## config.mk

```make
export PLATFORM = sky130hd
export DESIGN_NAME = dynamic_priority_scheduler_core
export DESIGN_NICKNAME = d
export VERILOG_FILES = /design/src/rtl/dps_pkg.sv /design/src/rtl/dps_ram.sv /design/src/rtl/dynamic_priority_scheduler_core.sv
export SDC_FILE = /design/constraint.sdc
export NUM_CORES = 1
export LEC_CHECK = 0
export ABC_CLOCK_PERIOD_IN_PS = 5300
export BUFFER_PORTS_ARGS = -buffer_cell sky130_fd_sc_hd__buf_2
export CAP_MARGIN = 20
export CORE_MARGIN = 10
export CORE_UTILIZATION = 47
export DETAILED_ROUTE_END_ITERATION = 6
export HOLD_SLACK_MARGIN = 0.06
export PLACE_DENSITY = 0.75
export SYNTH_ARGS = -nofsm -noshare
export SYNTH_HDL_FRONTEND = slang
export SYNTH_SLANG_ARGS = --single-unit
```

## constraint.sdc

```tcl
create_clock -name i_clk -period 5.3 [get_ports i_clk]
set_clock_uncertainty 0.05 [all_clocks]
set_input_delay 0 -clock i_clk [delete_from_list [all_inputs] [get_ports i_clk]]
set_output_delay 0 -clock i_clk [all_outputs]
set_load 0.05 [all_outputs]
```

## src/rtl/dps_pkg.sv

```systemverilog
package dps_pkg;

    localparam int DPS_QUEUE_DEPTH = 8;

    localparam int TAG_W  = 8;
    localparam int SVC_W  = 16;
    localparam int PRIO_W = 16;
    localparam int TICK_W = 32;

    localparam logic ACT_LOAD = 1'b0;
    localparam logic ACT_TICK = 1'b1;

    localparam logic signed [PRIO_W-1:0] PRIO_MIN = {1'b1, {(PRIO_W-1){1'b0}}};

    typedef struct packed {
        logic        [TAG_W-1:0]  tag;
        logic        [SVC_W-1:0]  svc;
        logic signed [PRIO_W-1:0] prio;
    } t_entry;

    typedef enum logic [1:0] {
        ST_IDLE,
        ST_HEAD,
        ST_PREP,
        ST_WALK
    } t_state;

endpackage

```

## src/rtl/dps_ram.sv

```systemverilog
module dps_ram #(
    parameter int DEPTH = 8,
    parameter int AW    = 3
) (
    input  logic              i_clk,
    input  logic              i_wr_en,
    input  logic [AW-1:0]     i_wr_addr,
    input  dps_pkg::t_entry   i_wr_data,
    input  logic [AW-1:0]     i_rd_addr,
    output dps_pkg::t_entry   o_rd_data
);
    import dps_pkg::*;

    t_entry r_mem [DEPTH];
    t_entry r_rd_data;

    always_ff @(posedge i_clk) begin
        if (i_wr_en) begin
            r_mem[i_wr_addr] <= i_wr_data;
        end
        r_rd_data <= r_mem[i_rd_addr];
    end

    assign o_rd_data = r_rd_data;

endmodule

```

## src/rtl/dynamic_priority_scheduler_core.sv

```systemverilog
// Channel  Handshake                  Payload
// input    i_in_valid / o_in_ready    i_action, i_task_id, i_service_time, i_start_priority
// output   o_out_valid / i_out_ready  o_ran_id, o_time_left, o_new_priority, o_finished,
//                                     o_idle, o_ticks_run
//
// The queue lives in a circular buffer in one RAM with a registered read port.
// A load goes through ST_PREP and, while entries shift, ST_WALK. A tick reads the head
// in ST_HEAD, waiting there for the output register, and requeues the task through
// ST_PREP and ST_WALK unless it finishes. The ordered insert shifts entries back from
// the tail one entry a cycle, at most QUEUE_DEPTH - 1 of them. A dropped load or a
// tick on an empty queue is handled in ST_IDLE itself.
// Reset clears the queue length and tick count; the RAM itself is not cleared.
// The output register holds a result while the next item is taken if the queue is non-empty.
module dynamic_priority_scheduler_core #(
    parameter int QUEUE_DEPTH = dps_pkg::DPS_QUEUE_DEPTH
) (
    input  logic                                i_clk,
    input  logic                                i_rst_n,
    input  logic                                i_in_valid,
    output logic                                o_in_ready,
    input  logic                                i_action,
    input  logic [dps_pkg::TAG_W-1:0]           i_task_id,
    input  logic [dps_pkg::SVC_W-1:0]           i_service_time,
    input  logic signed [dps_pkg::PRIO_W-1:0]   i_start_priority,
    output logic                                o_out_valid,
    input  logic                                i_out_ready,
    output logic [dps_pkg::TAG_W-1:0]           o_ran_id,
    output logic [dps_pkg::SVC_W-1:0]           o_time_left,
    output logic signed [dps_pkg::PRIO_W-1:0]   o_new_priority,
    output logic                                o_finished,
    output logic                                o_idle,
    output logic [dps_pkg::TICK_W-1:0]          o_ticks_run
);
    import dps_pkg::*;

    localparam int AW = (QUEUE_DEPTH > 1) ? $clog2(QUEUE_DEPTH) : 1;
    localparam int LW = $clog2(QUEUE_DEPTH + 1);

    t_state r_state, n_state;
    logic [AW-1:0] r_head, n_head;
    logic [LW-1:0] r_len, n_len;
    logic [AW-1:0] r_k, n_k;
    t_entry r_new, n_new;
    logic [TICK_W-1:0] r_ticks, n_ticks;

    logic r_out_valid, n_out_valid;
    logic [TAG_W-1:0] r_ran_id, n_ran_id;
    logic [SVC_W-1:0] r_time_left, n_time_left;
    logic signed [PRIO_W-1:0] r_new_prio, n_new_prio;
    logic r_finished, n_finished;
    logic r_idle, n_idle;
    logic [TICK_W-1:0] r_ticks_run, n_ticks_run;

    logic wr_en;
    logic [AW-1:0] wr_addr;
    t_entry wr_data;
    logic [AW-1:0] rd_addr;
    t_entry rd_data;

    logic out_free;
    logic in_xfer;
    logic [SVC_W-1:0] head_svc;
    logic signed [PRIO_W-1:0] head_prio;
    logic head_done;

    // Logical queue position to RAM address, wrapping around the buffer.
    function automatic logic [AW-1:0] f_phys(input logic [AW-1:0] head,
                                             input logic [AW-1:0] off);
        logic [AW:0] s;
        s = {1'b0, head} + {1'b0, off};
        if (s >= (AW+1)'(QUEUE_DEPTH)) begin
            s = s - (AW+1)'(QUEUE_DEPTH);
        end
        return s[AW-1:0];
    endfunction

    dps_ram #(
        .DEPTH (QUEUE_DEPTH),
        .AW    (AW)
    ) u_ram (
        .i_clk     (i_clk),
        .i_wr_en   (wr_en),
        .i_wr_addr (wr_addr),
        .i_wr_data (wr_data),
        .i_rd_addr (rd_addr),
        .o_rd_data (rd_data)
    );

    assign out_free   = !r_out_valid || i_out_ready;
    assign o_in_ready = (r_state == ST_IDLE) && ((r_len != '0) || out_free);
    assign in_xfer    = i_in_valid && o_in_ready;

    assign head_svc  = (rd_data.svc != '0) ? rd_data.svc - SVC_W'(1) : rd_data.svc;
    assign head_prio = (rd_data.prio != PRIO_MIN) ? rd_data.prio - PRIO_W'(1) : rd_data.prio;
    assign head_done = (head_svc == '0);

    always_comb begin
        n_state     = r_state;
        n_head      = r_head;
        n_len       = r_len;
        n_k         = r_k;
        n_new       = r_new;
        n_ticks     = r_ticks;
        n_out_valid = r_out_valid && !i_out_ready;
        n_ran_id    = r_ran_id;
        n_time_left = r_time_left;
        n_new_prio  = r_new_prio;
        n_finished  = r_finished;
        n_idle      = r_idle;
        n_ticks_run = r_ticks_run;
        wr_en       = 1'b0;
        wr_addr     = f_phys(r_head, r_k);
        wr_data     = r_new;
        rd_addr     = f_phys(r_head, '0);

        unique case (r_state)
            ST_IDLE: begin
                if (in_xfer) begin
                    if (i_action == ACT_TICK) begin
                        if (r_len == '0) begin
                            n_out_valid = 1'b1;
                            n_ran_id    = '0;
                            n_time_left = '0;
                            n_new_prio  = '0;
                            n_finished  = 1'b0;
                            n_idle      = 1'b1;
                            n_ticks_run = r_ticks;
                        end else begin
                            n_state = ST_HEAD;
                        end
                    end else if ((i_service_time != '0) && (r_len != LW'(QUEUE_DEPTH))) begin
                        n_new.tag  = i_task_id;
                        n_new.svc  = i_service_time;
                        n_new.prio = i_start_priority;
                        n_k        = r_len[AW-1:0];
                        n_state    = ST_PREP;
                    end
                end
            end
            ST_HEAD: begin
                // The head entry sits on the read port; hold here until the
                // output register can take the result.
                if (out_free) begin
                    n_out_valid = 1'b1;
                    n_ran_id    = rd_data.tag;
                    n_time_left = head_svc;
                    n_new_prio  = head_prio;
                    n_finished  = head_done;
                    n_idle      = 1'b0;
                    n_ticks     = (r_ticks != '1) ? r_ticks + TICK_W'(1) : r_ticks;
                    n_ticks_run = n_ticks;
                    n_head      = f_phys(r_head, AW'(1));
                    n_len       = r_len - LW'(1);
                    if (head_done) begin
                        n_state = ST_IDLE;
                    end else begin
                        n_new.tag  = rd_data.tag;
                        n_new.svc  = head_svc;
                        n_new.prio = head_prio;
                        n_k        = n_len[AW-1:0];
                        n_state    = ST_PREP;
                    end
                end
            end
            ST_PREP: begin
                rd_addr = f_phys(r_head, r_k - AW'(1));
                if (r_k == '0) begin
                    wr_en   = 1'b1;
                    n_len   = r_len + LW'(1);
                    n_state = ST_IDLE;
                end else begin
                    n_state = ST_WALK;
                end
            end
            ST_WALK: begin
                // rd_data holds the entry just ahead of slot r_k. Shift it back
                // while it has lower priority, prefetching the next one.
                rd_addr = f_phys(r_head, r_k - AW'(2));
                wr_en   = 1'b1;
                if (rd_data.prio >= r_new.prio) begin
                    n_len   = r_len + LW'(1);
                    n_state = ST_IDLE;
                end else begin
                    wr_data = rd_data;
                    n_k     = r_k - AW'(1);
                    if (r_k == AW'(1)) begin
                        n_state = ST_PREP;
                    end
                end
            end
            default: begin
                n_state = ST_IDLE;
            end
        endcase
    end

    always_ff @(posedge i_clk) begin
        if (!i_rst_n) begin
            r_state     <= ST_IDLE;
            r_head      <= '0;
            r_len       <= '0;
            r_ticks     <= '0;
            r_out_valid <= 1'b0;
        end else begin
            r_state     <= n_state;
            r_head      <= n_head;
            r_len       <= n_len;
            r_ticks     <= n_ticks;
            r_out_valid <= n_out_valid;
        end
    end

    always_ff @(posedge i_clk) begin
        r_k         <= n_k;
        r_new       <= n_new;
        r_ran_id    <= n_ran_id;
        r_time_left <= n_time_left;
        r_new_prio  <= n_new_prio;
        r_finished  <= n_finished;
        r_idle      <= n_idle;
        r_ticks_run <= n_ticks_run;
    end

    assign o_out_valid    = r_out_valid;
    assign o_ran_id       = r_ran_id;
    assign o_time_left    = r_time_left;
    assign o_new_priority = r_new_prio;
    assign o_finished     = r_finished;
    assign o_idle         = r_idle;
    assign o_ticks_run    = r_ticks_run;

endmodule
```

==> impl_metrics.env, run 1 <==
export IMPL_status="finished clean"
export IMPL_cts_tree="done"
export IMPL_post_cts_resized=0
export IMPL_ys_top_cells_by_area="edfxtp_1, dfxtp_1, nand2_1, nand3_1, mux2i_1"
export IMPL_drv_cap=0
export IMPL_drc=0
export IMPL_die_x_um=236.0
export IMPL_synthCells=1735
export IMPL_synth_top_area_share_pct=59.86
export IMPL_p_leak_nw=9.069
export IMPL_critPathLaunchType="flop"
export IMPL_utilization_pct=55.26
export IMPL_fmax_mhz=242.2
export IMPL_syn_avg_cell_area_um2=12.64
export IMPL_fin_crit_sh_pct=77.89
export IMPL_p_int_mw=9.639
export IMPL_rsz0062_at_grt="no"
export IMPL_required_ns=5.78
export IMPL_power_frac_comb_pct=32.7
export IMPL_fin_crit_ns=4.128
export IMPL_grt_remaining_overflow=0
export IMPL_clock_sinks=519
export IMPL_start_util_pct=47.29
export IMPL_nets=1972
export IMPL_p_clk_share_pct=25.9
export IMPL_ir_drop_mv=0.3075
export IMPL_switchingPower_mw=5.510
export IMPL_setup_violations=0
export IMPL_grt_max_degree=97
export IMPL_wl_per_cell_um=20.24
export IMPL_antenna_found_initial=0
export IMPL_arrival_ns=4.61
export IMPL_antenna_left=0
export IMPL_path_clk_slew_ns=0.06
export IMPL_syn_nets=1814
export IMPL_grt_pass1_vias=14170
export IMPL_gp_congestion=0.8680
export IMPL_cts_buffer_depth=3
export IMPL_antennaDiodeCount=0
export IMPL_insertion_delay_ns=0.60
export IMPL_final_common_cell="edfxtp_1"
export IMPL_fin_cells=2543
export IMPL_numCtsBuffers=51
export IMPL_num_io_pins=121
export IMPL_ys_seq_area_share_pct=67.35
export IMPL_ys_ff_latch=519
export IMPL_drive_gt1_share_pct=15.44
export IMPL_drt_pass1_iter_count=7
export IMPL_synth_edff_count=437
export IMPL_hpwl_mm=30.69
export IMPL_syn_cell_area_um2=21920
export IMPL_vias=14250
export IMPL_async_flop_share_pct=0
export IMPL_grt_pass1_wl_mm=79.65
export IMPL_dp_cells=2399
export IMPL_whs_ns=0.1689
export IMPL_postCtsSetupRepairBufs=0
export IMPL_track_usage_pct=17.88
export IMPL_mostFrequentLayoutCells="edfxtp_1, nand2_1, buf_2"
export IMPL_core_um2=46360
export IMPL_fin_setup_tns_ns=0
export IMPL_dieArea_um2=55680
export IMPL_yosysUniqueCellTypes=69
export IMPL_p_sw_share_pct=36.37
export IMPL_area_delta_synth_final_pct=16.87
export IMPL_slew_violations=0
export IMPL_port_buffer_count=120
export IMPL_hold_path_class="in -> reg"
export IMPL_crit_fanout=72
export IMPL_rows=79
export IMPL_yosysTopAreaCell="edfxtp_1"
export IMPL_p_seq_share_pct=41.4
export IMPL_endpoint_kind="flop"
export IMPL_yosys_warnings=0
export IMPL_cts_root_buf="clkbuf_16"
export IMPL_ctsHoldBuffers=47
export IMPL_initialDrtViolationCount=1300
export IMPL_hold_viol=0
export IMPL_worstMarginPinSlew_ns=1.157
export IMPL_viasPerCell=5.603
export IMPL_die_y_um=236.0
export IMPL_p_per_area_nw_per_um2=591.3
export IMPL_ys_flop_type="edfxtp_1"
export IMPL_slew_limit_headroom_pct=22.08
export IMPL_drt_wl_total_mm=51.48
export IMPL_htreeDepth=2
export IMPL_crit_type="reg -> reg"
==> path summary, 6_finish.rpt <==
check | from | to | slack [ns] | cells after the start
setup / recovery | r_state[1]$_SDFFE_PN0P_ | u_ram.o_rd_data[37]$_DFF_P_ | 1.17 | 11
hold / removal | i_service_time[9] | r_new[25]$_DFFE_PP_ | 0.17 | 3
setup reg to reg | r_state[1]$_SDFFE_PN0P_ | u_ram.o_rd_data[37]$_DFF_P_ | 1.17 | 11
hold reg to reg | r_len[3]$_SDFFE_PN0P_ | r_len[3]$_SDFFE_PN0P_ | 0.44 | 2
==> cells in the mapped netlist, drive strengths merged (2+ instances only) <==
library cell	instances
and3	53
mux2i	47
edfxtp	437
nand3b	2
o21ai	30
nand3	104
o41ai	2
a2111oi	2
a21o	33
inv	31
o211ai	3
or4	3
nand4	21
or2	4
clkbuf	55
ha	32
nand2	323
or3	6
nand2b	14
nor3	25
a21oi	33
nor2	114
o31a	2
buf	33
and4	4
dfxtp	82
nand4b	2
and2	16
nor3b	4
fa	2
a32oi	40
xor2	47
a211oi	4
xnor2	45
nor4	17
nor2b	9
mux2	29
o31ai	3
a22oi	3
a221o	2
==> critical path, cell delays in order, from the launching register on <==
cell and delay (ns):
dfxtp_1 0.36, ha_1 0.58, mux2_2 0.42, fa_1 0.40, xor2_1 0.26, xnor2_1 0.12, a22oi_2 0.35, xor2_4 0.58
buf_12 0.38, nand2_1 0.11, a32oi_1 0.22, and3_1 0.19
==> layout make-up <==
type,count,area [um^2]
Tap cell,607,759.5
Clock buffer,61,1376
Sequential cell,519,14760
Multi-Input combinational cell,1096,6804
Inverter,32,120.1
Clock inverter,35,474.2
Fill cell,3681,20740
Timing Repair Buffer,193,1321
==> power by group through the flow <==
stage	combinational, mW	sequential, mW	clock, mW
floorplan	2.86	6.84	0
global placement	4.70	6.32	0
detailed placement	4.85	6.33	0
CTS	4.94	6.27	3.98
global route	5.37	6.34	4.14
finish	4.95	6.27	3.93
==> state kept, by name, indices dropped and copies added, names as in the netlist <==
signal,flops
o_finished,1
o_time_left,16
o_new_priority,16
r_state,2
r_head,3
r_new,40
o_idle,1
o_ticks_run,32
o_out_valid,1
r_k,3
o_ran_id,8
u_ram.o_rd_data,40
r_ticks,32
r_len,4
u_ram.r_mem,320
==> cell families after synthesis <==
| logic type | after synthesis | synth area share, % |
|---|---|---|
| and+or+nand+nor | 726 | 15.56 |
| DFF | 519 | 67.35 |
| AOI/OAI and AO/OA | 168 | 5.519 |
| buffers and inverters | 120 | 2.254 |
| xor gates and xnor gates | 92 | 3.676 |
| muxes | 76 | 3.636 |
| adders and majority gates | 34 | 2.009 |
==> routing by layer <==
layer	track usage, %	share of wire [%]
met1	22.46	42
met2	30.49	49
met3	2.940	6.1
met4	6.663	3.1
met5	0	0
==> through the flow <==
step	area (um^2)	total power, mW	setup WS [ns]
CTS	25610	15.18	1.170
global placement	23270	11.02	1.340
detailed placement	23290	11.19	1.221
global route	25620	15.85	0.9228
floorplan	21920	9.700	0.08419
finish	25620	15.15	1.172
(Power assumes the default switching activity.)
==> run 2: changes to the inputs <==
Settings changed: ABC_CLOCK_PERIOD_IN_PS 5300 to 4100, PLACE_DENSITY 0.75 to 0.73.
Clock period 5.3 ns to 4.1 ns, I/O delays scaled along.
==> run 2 against run 1 <==
  * Sequential cell count is the same
  * Register-to-register slack lost 0.75 ns
  * Combinational power grew 34%
  * Sequential share of layout area shrank 0.093 points
  * Non-clock buffer count grew 7
  * Clock-buffer cell count grew 9
  * Hold slack lost 0.017 ns
  * Fmax grew 12%
  * Via count grew 0.58%
  * Final area grew 0.16%
==> impl_metrics.env, run 2 (same netlist as run 1, synthesis figures left out) <==
export IMPL_fill_cells=3691
export IMPL_drv_cap=0
export IMPL_regMostFlops="u_ram.r_mem"
export IMPL_r2r_cells=10
export IMPL_dieArea_um2=55680
export IMPL_antenna_found_initial=2
export IMPL_worstMarginPinSlew_ns=0.9253
export IMPL_critPathLaunchType="flop"
export IMPL_nets=1981
export IMPL_die_x_um=236.0
export IMPL_initialDrtViolationCount=1432
export IMPL_num_io_pins=121
export IMPL_ir_drop_mv=0.4801
export IMPL_gp_congestion=0.8343
export IMPL_grt_remaining_overflow=0
export IMPL_hold_path_class="in -> reg"
export IMPL_arrival_ns=3.92
export IMPL_insertion_delay_ns=0.61
export IMPL_slew_limit_headroom_pct=37.66
export IMPL_critPathLaunch="u_ram.o_rd_data[16]$_DFF_P_"
export IMPL_critical_path_top_delay_family="simple AND/OR/NAND/NOR gates"
export IMPL_fmax_mhz=271.8
export IMPL_hpwl_mm=31.35
export IMPL_crit_type="reg -> reg"
export IMPL_cpPeakStageDelay_ns=0.52
export IMPL_setup_violations=0
export IMPL_dr_wl_met3_mm=4.811
export IMPL_drive_gt1_share_pct=15.22
export IMPL_status="finished clean"
export IMPL_htreeDepth=2
export IMPL_cts_buffer_depth=3
export IMPL_crit_fanout=30
export IMPL_worst_path_max_delay_cell="nor4b_2"
export IMPL_start_util_pct=47.29
export IMPL_area_delta_synth_final_pct=17.05
export IMPL_postCtsSetupRepairBufs=0
export IMPL_r2r_start="u_ram.o_rd_data[16]$_DFF_P_"
export IMPL_slew_violations=0
export IMPL_endpoint_kind="flop"
export IMPL_fin_crit_ns=3.679
export IMPL_die_y_um=236.0
export IMPL_p_per_area_nw_per_um2=758.1
export IMPL_worstReg2RegEnd="r_new[33]$_DFFE_PP_"
export IMPL_path_clk_slew_ns=0.06
export IMPL_hold_viol=0
export IMPL_cts_tree="done"
export IMPL_rows=79
export IMPL_largest_register_ffs=320
export IMPL_port_buffer_count=120
export IMPL_mostFrequentLayoutCells="edfxtp_1, nand2_1, buf_2"
export IMPL_multi_input_area_um2=6824
export IMPL_dr_wl_met2_mm=24.21
export IMPL_hold_path_endpoint="r_new[32]$_DFFE_PP_"
export IMPL_fin_crit_sh_pct=89.72
export IMPL_seqCellArea_um2=14760
export IMPL_grt_max_degree=61
export IMPL_track_usage_pct=18.19
export IMPL_grt_pass1_vias=13830
export IMPL_final_common_cell="edfxtp_1"
export IMPL_drt_pass1_iter_count=6
export IMPL_wl_per_cell_um=20.59
export IMPL_crit_top_cell="and3_1"
export IMPL_ff2ff_setup_slack_ns=0.42
export IMPL_rsz0062_at_grt="no"
export IMPL_top_layer="met5"
export IMPL_viasPerCell=5.613
export IMPL_antenna_left=0
export IMPL_fin_cells=2553
export IMPL_fin_setup_tns_ns=0
export IMPL_wl_met1_mm=22.15
export IMPL_hp_start="i_task_id[0]"
export IMPL_grt_pass1_wl_mm=80.67
export IMPL_drt_wl_total_mm=52.57
export IMPL_vias=14330
export IMPL_drc=0
export IMPL_crit_chain="inv_1 > ha_1 > nor4b_2 > and3_1 > nor3_1 > a221o_1 > nor4_1 > and3_1 > nor3_4 > buf_4"
export IMPL_crit_cells=10
export IMPL_required_ns=4.35
export IMPL_core_um2=46360
export IMPL_hold_path_depth=3
export IMPL_utilization_pct=55.35
export IMPL_dp_cells=2407
export IMPL_path_buf_inv=2
export IMPL_numCtsBuffers=53
export IMPL_cts_root_buf="clkbuf_16"
export IMPL_clock_sinks=519
export IMPL_p_leak_nw=9.070
[run 2: cell count changes in the layout (fill, tap and decap cells not counted), moves of 2 or more]
| cell | delta |
|---|---|
| clkbuf_1 | +8 |
| clkinv_2 | -3 |
| clkinv_1 | +5 |
| clkinv_4 | -2 |
| bufinv_16 | -6 |
| clkinvlp_4 | -3 |
| buf_12 | +9 |
[run 2: cell type report]
class / instances / area share [%]
inverter: 32 / 0.4681
tap: 607 / 2.960
sequential: 519 / 57.54
antenna: 1 / 0.009752
multi-input combinational: 1096 / 26.59
timing repair buffer: 200 / 5.715
clock buffer: 70 / 5.534
clock inverter: 28 / 1.185
[run 2: how the worst max path moves through the flow]
stage	to	slack (ns)
after floorplan	r_new[0]$_DFFE_PP_	0.12
after detailed placement	r_new[34]$_DFFE_PP_	0.56
after CTS	u_ram.o_rd_data[20]$_DFF_P_	0.51
final	r_new[33]$_DFFE_PP_	0.42
after global routing	r_new[23]$_DFFE_PP_	0.24
after global placement	u_ram.o_rd_data[28]$_DFF_P_	0.69
[run 2: per-layer routing]
layer / GRT usage (%) / up-vias
li1: - / 6638
met1: 24.36 / 6986
met5: 0 / -
met3: 4.579 / 94
met2: 28.38 / 610
met4: 6.119 / 2
[run 2: what timing repair did]
action | in CTS | in global routing
gates resized for setup | 0 | 0
hold buffers | 47 | 0
hold endpoints to repair | 82 | 0
[run 2: tightest hold or removal path, stage by stage]
cell and delay, ns:
dlygate4sd3_1 0.51, buf_2 0.09, a21o_1 0.10
[run 2: power breakdown]
| group | internal, mW | leakage (nW) | switching, mW |
|---|---|---|---|
| registers | 7.45 | 4.67 | 0.643 |
| clock network | 2.71 | 0.829 | 2.04 |
| logic | 2.06 | 3.57 | 4.55 |
[run 2: metrics by stage]
stage	power, mW	hold WS (ns)	setup WS, ns	instance area [um^2]
finish	19.45	0.1517	0.4213	25660
global placement	14.51	0.2340	0.6876	23460
global route	20.36	0.1728	0.2433	25660
floorplan	12.52	0.08125	0.1158	21930
detailed placement	14.69	0.2325	0.5616	23460
CTS	19.50	0.1253	0.5127	25660
